$ cat config.mk
export PLATFORM = sky130hd
export DESIGN_NAME = utf16_to_utf8_transcoder_top
export DESIGN_NICKNAME = d
export VERILOG_FILES = /design/src/rtl/core/u16u8_pkg.sv /design/src/rtl/core/utf16_to_utf8_transcoder_top.sv /design/src/rtl/core/u16u8_front.sv /design/src/rtl/core/u16u8_queue.sv /design/src/rtl/core/u16u8_back.sv
export SDC_FILE = /design/constraint.sdc
export NUM_CORES = 1
export LEC_CHECK = 0
export ABC_AREA = 1
export BUFFER_PORTS_ARGS = -buffer_cell sky130_fd_sc_hd__buf_4
export CORE_MARGIN = 10
export CORE_UTILIZATION = 50
export DETAILED_ROUTE_END_ITERATION = 10
export PLACE_DENSITY = 0.7
export SLEW_MARGIN = 20
export SYNTH_ARGS = -nofsm -noshare
export SYNTH_HDL_FRONTEND = slang
export SYNTH_SLANG_ARGS = --single-unit
$ cat constraint.sdc
create_clock -name clk -period 3.7 [get_ports clk]
set_input_delay 0.185 -clock clk [delete_from_list [all_inputs] [get_ports clk]]
set_output_delay 0.185 -clock clk [all_outputs]
set_load 0.03 [all_outputs]
$ cat src/rtl/core/u16u8_pkg.sv
// Package for the UTF-16 to UTF-8 transcoder.
// Holds the run entry type, error codes and encoding constants.
// No dependencies.
`default_nettype none

package u16u8_pkg;

    // Error code carried on every result of a run
    typedef enum logic [1:0] {
        ERR_NONE            = 2'd0,
        ERR_HIGH_AFTER_HIGH = 2'd1,
        ERR_LOW_NO_HIGH     = 2'd2,
        ERR_HIGH_DROPPED    = 2'd3
    } unit_err_t;

    // One decoded code unit, ready for the byte serializer
    typedef struct packed {
        logic [3:0][7:0] bytes;      // encoded bytes, index 0 goes out first
        logic [1:0]      last_idx;   // index of the final byte of the run
        logic            has_bytes;  // 0: empty run, one result with no byte
        unit_err_t       err;
        logic            dangling;
    } run_entry_t;

    // Byte order marks
    localparam logic [7:0] BOM_FE = 8'hFE;
    localparam logic [7:0] BOM_FF = 8'hFF;

    // Surrogate decoding
    localparam logic [15:0] SURR_MASK    = 16'hF800;
    localparam logic [15:0] SURR_BASE    = 16'hD800;
    localparam logic [15:0] SURR_LOW_BIT = 16'h0400;
    localparam logic [20:0] SUPP_BASE    = 21'h10000;

    // UTF-8 range limits and prefixes
    localparam logic [20:0] LIMIT_1B    = 21'h00080;
    localparam logic [20:0] LIMIT_2B    = 21'h00800;
    localparam logic [20:0] LIMIT_3B    = 21'h10000;
    localparam logic [7:0]  CONT_PREFIX = 8'h80;
    localparam logic [7:0]  LEAD_2B     = 8'hC0;
    localparam logic [7:0]  LEAD_3B     = 8'hE0;
    localparam logic [7:0]  LEAD_4B     = 8'hF0;

endpackage

`default_nettype wire

$ cat src/rtl/core/utf16_to_utf8_transcoder_top.sv
// The first UTF-8 byte passes the run entry queue and then the serializer
// register before it is presented. Throughput: the byte-wide output
// serializer gives one output byte per cycle while m_axis_tready is high;
// a code unit gives 1 to 4 bytes, its UTF-8 length (one result with no byte
// for an empty run). A run entry queue decouples input from output.
// Reset (rst_n, async, active low): big endian, no held surrogate, queue empty.
`default_nettype none

module utf16_to_utf8_transcoder_top
    import u16u8_pkg::*;
#(
    parameter int QUEUE_DEPTH = 2
)
(
    input  wire logic        clk,
    input  wire logic        rst_n,
    // configuration: initial_big_endian
    input  wire logic        cfg_wr_en,
    input  wire logic        cfg_wr_data,
    // input stream
    input  wire logic        s_axis_tvalid,
    output logic             s_axis_tready,
    input  wire logic [15:0] s_axis_tdata,   // [7:0] first_byte, [15:8] second_byte
    input  wire logic        s_axis_tlast,   // end_of_string
    // output stream
    output logic             m_axis_tvalid,
    input  wire logic        m_axis_tready,
    output logic [7:0]       m_axis_tdata,   // [7:0] utf8_byte
    output logic             m_axis_tlast,   // last_of_run
    output logic [3:0]       m_axis_tuser    // [0] byte_valid, [2:1] unit_error,
                                             // [3] dangling_at_end
);

    run_entry_t front_entry;
    run_entry_t q_data;
    logic       q_full;
    logic       q_valid;
    logic       q_pop;
    logic       unit_accept;

    assign s_axis_tready = !q_full;
    assign unit_accept   = s_axis_tvalid && s_axis_tready;

    u16u8_front u_front (
        .clk           (clk),
        .rst_n         (rst_n),
        .cfg_wr_en     (cfg_wr_en),
        .cfg_wr_data   (cfg_wr_data),
        .unit_accept   (unit_accept),
        .first_byte    (s_axis_tdata[7:0]),
        .second_byte   (s_axis_tdata[15:8]),
        .end_of_string (s_axis_tlast),
        .entry         (front_entry)
    );

    u16u8_queue #(
        .DEPTH (QUEUE_DEPTH)
    ) u_queue (
        .clk      (clk),
        .rst_n    (rst_n),
        .wr_en    (unit_accept),
        .wr_data  (front_entry),
        .full     (q_full),
        .rd_en    (q_pop),
        .rd_valid (q_valid),
        .rd_data  (q_data)
    );

    u16u8_back u_back (
        .clk           (clk),
        .rst_n         (rst_n),
        .q_valid       (q_valid),
        .q_data        (q_data),
        .q_pop         (q_pop),
        .m_axis_tvalid (m_axis_tvalid),
        .m_axis_tready (m_axis_tready),
        .m_axis_tdata  (m_axis_tdata),
        .m_axis_tlast  (m_axis_tlast),
        .m_axis_tuser  (m_axis_tuser)
    );

endmodule

`default_nettype wire

$ cat src/rtl/core/u16u8_front.sv
// Front end: takes code units, tracks byte order and held surrogate,
// encodes the code point into a run entry. Depends on u16u8_pkg.
`default_nettype none

module u16u8_front
    import u16u8_pkg::*;
(
    input  wire logic       clk,
    input  wire logic       rst_n,
    input  wire logic       cfg_wr_en,
    input  wire logic       cfg_wr_data,
    input  wire logic       unit_accept,
    input  wire logic [7:0] first_byte,
    input  wire logic [7:0] second_byte,
    input  wire logic       end_of_string,
    output run_entry_t      entry
);

    logic        init_big_reg,   init_big_next;
    logic        order_big_reg,  order_big_next;
    logic [9:0]  pend_bits_reg,  pend_bits_next;
    logic        pend_valid_reg, pend_valid_next;

    logic        order_now;
    logic [15:0] unit;
    logic [20:0] cp;
    unit_err_t   err;
    logic        pend_after;

    // Byte order for this unit and unit assembly
    always_comb
    begin
        order_now = order_big_reg;
        if (first_byte == BOM_FE && second_byte == BOM_FF)
        begin
            order_now = 1'b1;
        end
        else if (first_byte == BOM_FF && second_byte == BOM_FE)
        begin
            order_now = 1'b0;
        end
        unit = order_now ? {first_byte, second_byte} : {second_byte, first_byte};
    end

    // Surrogate pairing and state update
    always_comb
    begin
        cp              = '0;
        err             = ERR_NONE;
        pend_bits_next  = pend_bits_reg;
        pend_valid_next = pend_valid_reg;
        init_big_next   = init_big_reg;
        order_big_next  = order_big_reg;

        if ((unit & SURR_MASK) == SURR_BASE)
        begin
            if ((unit & SURR_LOW_BIT) == 16'h0000)
            begin
                if (pend_valid_reg)
                begin
                    err = ERR_HIGH_AFTER_HIGH;
                end
                pend_bits_next  = unit[9:0];
                pend_valid_next = 1'b1;
            end
            else
            begin
                if (!pend_valid_reg)
                begin
                    err = ERR_LOW_NO_HIGH;
                end
                // held bits are zero when nothing is held
                cp              = SUPP_BASE + {1'b0, pend_bits_reg, unit[9:0]};
                pend_bits_next  = '0;
                pend_valid_next = 1'b0;
            end
        end
        else
        begin
            if (pend_valid_reg)
            begin
                err = ERR_HIGH_DROPPED;
            end
            pend_bits_next  = '0;
            pend_valid_next = 1'b0;
            cp              = {5'd0, unit};
        end

        pend_after = pend_valid_next;
        order_big_next = order_now;
        if (end_of_string)
        begin
            pend_bits_next  = '0;
            pend_valid_next = 1'b0;
            order_big_next  = init_big_reg;
        end

        // without a unit transfer the unit state holds
        if (!unit_accept)
        begin
            pend_bits_next  = pend_bits_reg;
            pend_valid_next = pend_valid_reg;
            order_big_next  = order_big_reg;
        end

        // a register write also reloads the byte order
        if (cfg_wr_en)
        begin
            init_big_next  = cfg_wr_data;
            order_big_next = cfg_wr_data;
        end
    end

    // UTF-8 encoding of the code point
    always_comb
    begin
        entry           = '0;
        entry.err       = err;
        entry.dangling  = end_of_string & pend_after;
        priority if (cp == 21'd0)
        begin
            entry.has_bytes = 1'b0;
        end
        else if (cp < LIMIT_1B)
        begin
            entry.has_bytes = 1'b1;
            entry.bytes[0]  = cp[7:0];
            entry.last_idx  = 2'd0;
        end
        else if (cp < LIMIT_2B)
        begin
            entry.has_bytes = 1'b1;
            entry.bytes[0]  = LEAD_2B | {3'd0, cp[10:6]};
            entry.bytes[1]  = CONT_PREFIX | {2'd0, cp[5:0]};
            entry.last_idx  = 2'd1;
        end
        else if (cp < LIMIT_3B)
        begin
            entry.has_bytes = 1'b1;
            entry.bytes[0]  = LEAD_3B | {4'd0, cp[15:12]};
            entry.bytes[1]  = CONT_PREFIX | {2'd0, cp[11:6]};
            entry.bytes[2]  = CONT_PREFIX | {2'd0, cp[5:0]};
            entry.last_idx  = 2'd2;
        end
        else
        begin
            entry.has_bytes = 1'b1;
            entry.bytes[0]  = LEAD_4B | {5'd0, cp[20:18]};
            entry.bytes[1]  = CONT_PREFIX | {2'd0, cp[17:12]};
            entry.bytes[2]  = CONT_PREFIX | {2'd0, cp[11:6]};
            entry.bytes[3]  = CONT_PREFIX | {2'd0, cp[5:0]};
            entry.last_idx  = 2'd3;
        end
    end

    // State registers; updates only on an accepted unit or a config write
    always_ff @(posedge clk or negedge rst_n)
    begin
        if (!rst_n)
        begin
            init_big_reg   <= 1'b1;
            order_big_reg  <= 1'b1;
            pend_bits_reg  <= '0;
            pend_valid_reg <= 1'b0;
        end
        else if (unit_accept || cfg_wr_en)
        begin
            init_big_reg   <= init_big_next;
            order_big_reg  <= order_big_next;
            pend_bits_reg  <= pend_bits_next;
            pend_valid_reg <= pend_valid_next;
        end
    end

endmodule

`default_nettype wire

$ cat src/rtl/core/u16u8_queue.sv
// Small flop-based queue of run entries between front and back end.
// Depends on u16u8_pkg.
`default_nettype none

module u16u8_queue
    import u16u8_pkg::*;
#(
    parameter int DEPTH = 2   // 2 to 8 entries
)
(
    input  wire logic clk,
    input  wire logic rst_n,
    input  wire logic wr_en,
    input  run_entry_t wr_data,
    output logic      full,
    input  wire logic rd_en,
    output logic      rd_valid,
    output run_entry_t rd_data
);

    localparam int PTR_W = (DEPTH > 1) ? $clog2(DEPTH) : 1;
    localparam int CNT_W = $clog2(DEPTH + 1);
    localparam logic [PTR_W-1:0] PTR_LAST = PTR_W'(DEPTH - 1);
    localparam logic [CNT_W-1:0] CNT_FULL = CNT_W'(DEPTH);
    localparam logic [PTR_W-1:0] PTR_ONE  = PTR_W'(1);
    localparam logic [CNT_W-1:0] CNT_ONE  = CNT_W'(1);

    run_entry_t       slot_reg [DEPTH];
    logic [PTR_W-1:0] wr_ptr_reg, wr_ptr_next;
    logic [PTR_W-1:0] rd_ptr_reg, rd_ptr_next;
    logic [CNT_W-1:0] cnt_reg,    cnt_next;
    logic             do_wr, do_rd;

    assign full     = (cnt_reg == CNT_FULL);
    assign rd_valid = (cnt_reg != '0);
    assign rd_data  = slot_reg[rd_ptr_reg];
    assign do_wr    = wr_en && !full;
    assign do_rd    = rd_en && rd_valid;

    // Pointer and count update
    always_comb
    begin
        wr_ptr_next = wr_ptr_reg;
        rd_ptr_next = rd_ptr_reg;
        cnt_next    = cnt_reg;
        if (do_wr)
        begin
            wr_ptr_next = (wr_ptr_reg == PTR_LAST) ? '0 : wr_ptr_reg + PTR_ONE;
        end
        if (do_rd)
        begin
            rd_ptr_next = (rd_ptr_reg == PTR_LAST) ? '0 : rd_ptr_reg + PTR_ONE;
        end
        if (do_wr && !do_rd)
        begin
            cnt_next = cnt_reg + CNT_ONE;
        end
        else if (do_rd && !do_wr)
        begin
            cnt_next = cnt_reg - CNT_ONE;
        end
    end

    always_ff @(posedge clk or negedge rst_n)
    begin
        if (!rst_n)
        begin
            wr_ptr_reg <= '0;
            rd_ptr_reg <= '0;
            cnt_reg    <= '0;
        end
        else
        begin
            wr_ptr_reg <= wr_ptr_next;
            rd_ptr_reg <= rd_ptr_next;
            cnt_reg    <= cnt_next;
        end
    end

    // Payload storage, no reset
    always_ff @(posedge clk)
    begin
        if (do_wr)
        begin
            slot_reg[wr_ptr_reg] <= wr_data;
        end
    end

endmodule

`default_nettype wire

$ cat src/rtl/core/u16u8_back.sv
// Back end: serializes one run entry into UTF-8 byte transfers.
// Depends on u16u8_pkg.
`default_nettype none

module u16u8_back
    import u16u8_pkg::*;
(
    input  wire logic  clk,
    input  wire logic  rst_n,
    input  wire logic  q_valid,
    input  run_entry_t q_data,
    output logic       q_pop,
    output logic       m_axis_tvalid,
    input  wire logic  m_axis_tready,
    output logic [7:0] m_axis_tdata,
    output logic       m_axis_tlast,
    output logic [3:0] m_axis_tuser
);

    run_entry_t entry_reg, entry_next;
    logic [1:0] idx_reg,   idx_next;
    logic       valid_reg, valid_next;
    logic       at_last;

    assign at_last = (idx_reg == entry_reg.last_idx);
    assign q_pop   = q_valid && (!valid_reg || (m_axis_tready && at_last));

    // Advance through the bytes of the current run
    always_comb
    begin
        entry_next = entry_reg;
        idx_next   = idx_reg;
        valid_next = valid_reg;
        if (q_pop)
        begin
            entry_next = q_data;
            idx_next   = 2'd0;
            valid_next = 1'b1;
        end
        else if (valid_reg && m_axis_tready)
        begin
            if (at_last)
            begin
                valid_next = 1'b0;
            end
            else
            begin
                idx_next = idx_reg + 2'd1;
            end
        end
    end

    always_ff @(posedge clk or negedge rst_n)
    begin
        if (!rst_n)
        begin
            valid_reg <= 1'b0;
            idx_reg   <= '0;
        end
        else
        begin
            valid_reg <= valid_next;
            idx_reg   <= idx_next;
        end
    end

    always_ff @(posedge clk)
    begin
        entry_reg <= entry_next;
    end

    // Output stage driven from registers
    assign m_axis_tvalid = valid_reg;
    assign m_axis_tdata  = entry_reg.bytes[idx_reg];
    assign m_axis_tlast  = at_last;
    assign m_axis_tuser  = {entry_reg.dangling, entry_reg.err, entry_reg.has_bytes};

endmodule

`default_nettype wire

==> metrics.yaml <==
status:
  status: "finished clean"
floorplan:
  core_area_um2: 11500
  dieArea_um2: 16500
  fp.dieW_um: 129
  ios: 38
  dieHeight_um: 129
  start_util_pct: 51.3
  rows: 39
setup_path:
  end_kind: "flip-flop"
  critPathLaunchType: "flip-flop"
  crit_path_max_fanout: 31
  critPathBufInv: 1
  worstPathArrival_ns: 3.37
  required_ns: 3.82
  path_cells: "o21ai_4 > nand2_4 > nand2_1 > nand2_1 > nand3_2 > nor2_2 > nand2_2 > nand2_1 > nand3_1 > nor2_2 > nand2_2 > clkinv_2 > o21ai_0"
  critPathMaxStageDelay_ns: 0.55
  timing_worst_setup_path_type: "flip-flop to flip-flop"
  crit_slowest_cell: "dfstp_2"
  cp_top_family: "simple AND/OR/NAND/NOR gates"
  cpMostUsedCell: "nand2_1"
synth:
  synth_cell_types: 36
  synth_area_um2: 5890
  syn_inst: 631
  synth-seq-cells: 122
  syn_area_per_cell_um2: 9.33
  synth_warnings: 0
  yosysSeqAreaShare_pct: 60.6
  syn-num-nets: 656
clocking:
  cts.sinks: 122
  hold_buffers: 3
  cts_buffers: 17
  htree_levels: 4
  clock_latency_ns: 0.41
  cts_setup_buffers: 0
  clockBufferDepth: 2
  cts.reportedPaths.clkPinSlew_ns: 0.05
  cts_tree: "built"
  cts_resized: 0
  cts_root_buf: "clkbuf_16"
global_routing:
  grt_pass1_vias: 4372
  grt_max_degree: 36
  antenna_found_initial: 0
  top_usage_layer: "met2"
  grt-ovfl-total: 0
  grt_pass1_wl_um: 21500
  met3_usage_pct: 5.13
  use_met2_pct: 26.6
  gr-usage-met1_pct: 20.0
  track_usage_pct: 16.3
power_and_ir_drop:
  power_frac_clock_pct: 29.3
  comb_power_share_pct: 30.8
  swShare_pct: 34.6
  ir_drop_mv: 0.680
  pwr-share-seq_pct: 39.9
  p_switching_mw: 1.80
  cellPowerDensity_nw_per_um2: 759
  p_int_mw: 3.40
  leakagePower_nw: 3.02
timing:
  fin_skew_ns: 0.00999
  slew_viol_final: 0
  slew_headroom_pct: 35.9
  rsz0062_at_grt: "false"
  tightest_slew_ns: 0.952
  setup_viol: 0
  post-route-period-util_pct: 87.7
  tns_ns: 0
  hold_viol: 0
  fmaxAchievable_mhz: 308
  period_needed_ns: 3.24
placed_design:
  portBuffers: 37
  gp_routability_congestion: 0.919
  dpl_cell_area_um2: 6270
  post-dp-hpwl_um: 9150
drt:
  antenna_left: 0
  initialDrtViolationCount: 434
  routed_wl_um: 13000
  wl_per_cell_um: 15.7
  firstDrtPassIters: 7
  drc: 0
  routed_via_density: 5.19
  num_vias: 4301
job:
  maxCapViolCount: 0
cells_and_area:
  layout-drive-gt1-share_pct: 15.9
  nets: 698
  largest_reg_flops: 68
  diodes: 0
  fillers: 970
  area_growth_pct: 16.3
  final_core_util_pct: 59.7
  final_area_um2: 6850
min_path:
  hp-class: "input port to flip-flop"
[per-stage QoR]
| stage | cells | setup slack [ns] | hold WS [ns] | power [mW] |
|---|---|---|---|---|
| after floorplan | 631 | 0.852 | -0.111 | 3.19 |
| after global placement | 794 | 0.443 | 0.0872 | 3.66 |
| after detailed placement | 794 | 0.392 | 0.0883 | 3.71 |
| after CTS | 829 | 0.482 | 0.00137 | 5.23 |
| after global routing | 829 | 0.154 | 0.0392 | 5.51 |
| final | 829 | 0.456 | 0.0154 | 5.20 |
[layout make-up]
cell class / count / area, µm² / area share [%]
inverter: 66 / 249 / 3.64
timing repair buffer: 49 / 375 / 5.48
clock inverter: 8 / 70.1 / 1.02
sequential: 122 / 3570 / 52.1
clock buffer: 24 / 482 / 7.03
tap: 143 / 179 / 2.61
multi-input combinational: 417 / 1930 / 28.2
[worst reg2reg max path, stage by stage, from the launching register on]
cell	delay, ns
dfstp_2	0.55
o21ai_4	0.10
nand2_4	0.25
nand2_1	0.08
nand2_1	0.16
nand3_2	0.10
nor2_2	0.36
nand2_2	0.28
nand2_1	0.22
nand3_1	0.15
nor2_2	0.18
nand2_2	0.19
clkinv_2	0.18
o21ai_0	0.16
[per-layer routing]
layer / up-vias / routed length [µm]
met1: 2015 / 5740
met3: 18 / 682
met2: 125 / 6380
met4: 0 / 184
met5: - / 0
li1: 2143 / -
[path summary, 6_finish.rpt]
kind | end | slack, ns | start | depth (start not counted)
max | u_queue.slot_reg[0][12] | 0.46 | u_front.order_big_reg | 13
min | u_front.init_big_reg | 0.02 | cfg_wr_data | 3
max reg2reg | u_queue.slot_reg[0][12] | 0.46 | u_front.order_big_reg | 13
min reg2reg | u_front.init_big_reg | 0.49 | u_front.init_big_reg | 2
max in group asynchronous | u_front.order_big_reg | 3.23 | rst_n | 2
min in group asynchronous | u_front.pend_bits_reg[5] | 0.20 | rst_n | 2
[cells by family (layout without fill, tap and decap cells)]
kind of cell,count (synthesis),after routing,synth area share [%]
and+or+nand+nor,326,326,23.2
DFF,122,122,60.6
buffers and inverters,92,147,6.78
AOI/OAI and AO/OA,83,83,8.10
xor gates and xnor gates,6,6,0.892
adders and majority gates,2,2,0.425
[synth_stat cells (all sizes together)]
cell    count  area [µm²]
o31ai       2        15.0
o211ai      2        15.0
xnor2       4        35.0
nor3        1        10.0
nand2     242         938
dfrtp      18         450
ha          2        25.0
o22ai      14        87.6
clkinv      3        12.5
o21ai      56         314
edfxtp    102        3060
nand4       2        27.5
nor2       52         234
dfstp       2        52.6
inv        63         236
nand3      27         145
a21oi       9        45.0
or2         1        6.26
xor2        2        17.5
nand3b      1        7.51
buf        12        97.6
clkbuf     14        52.6
[power groups by stage]
stage	Sequential, mW	Clock (mW)	Combinational (mW)
floorplan	2.07	0	1.12
global placement	2.08	0	1.57
detailed placement	2.10	0	1.61
CTS	2.08	1.54	1.62
global route	2.10	1.61	1.79
finish	2.07	1.52	1.60
[layout by cell type, fill, tap and decap left out, types with 2 or more instances in the layout]
cell,count
nand2_1,232
edfxtp_1,102
inv_1,59
o21ai_0,49
buf_4,46
nor2_1,42
nand3_1,25
dfrtp_1,18
clkbuf_16,17
o22ai_1,14
nand2_2,9
a21oi_1,9
nor2_2,8
clkinv_2,5
xnor2_1,4
inv_2,4
clkbuf_1,4
clkinv_1,3
o21ai_2,3
clkbuf_8,3
dlygate4sd3_1,3
o21ai_4,2
nand3_2,2
o31ai_1,2
xor2_1,2
o21ai_1,2
o211ai_1,2
ha_1,2
dfstp_2,2
Power figures use the tool's default switching activity.
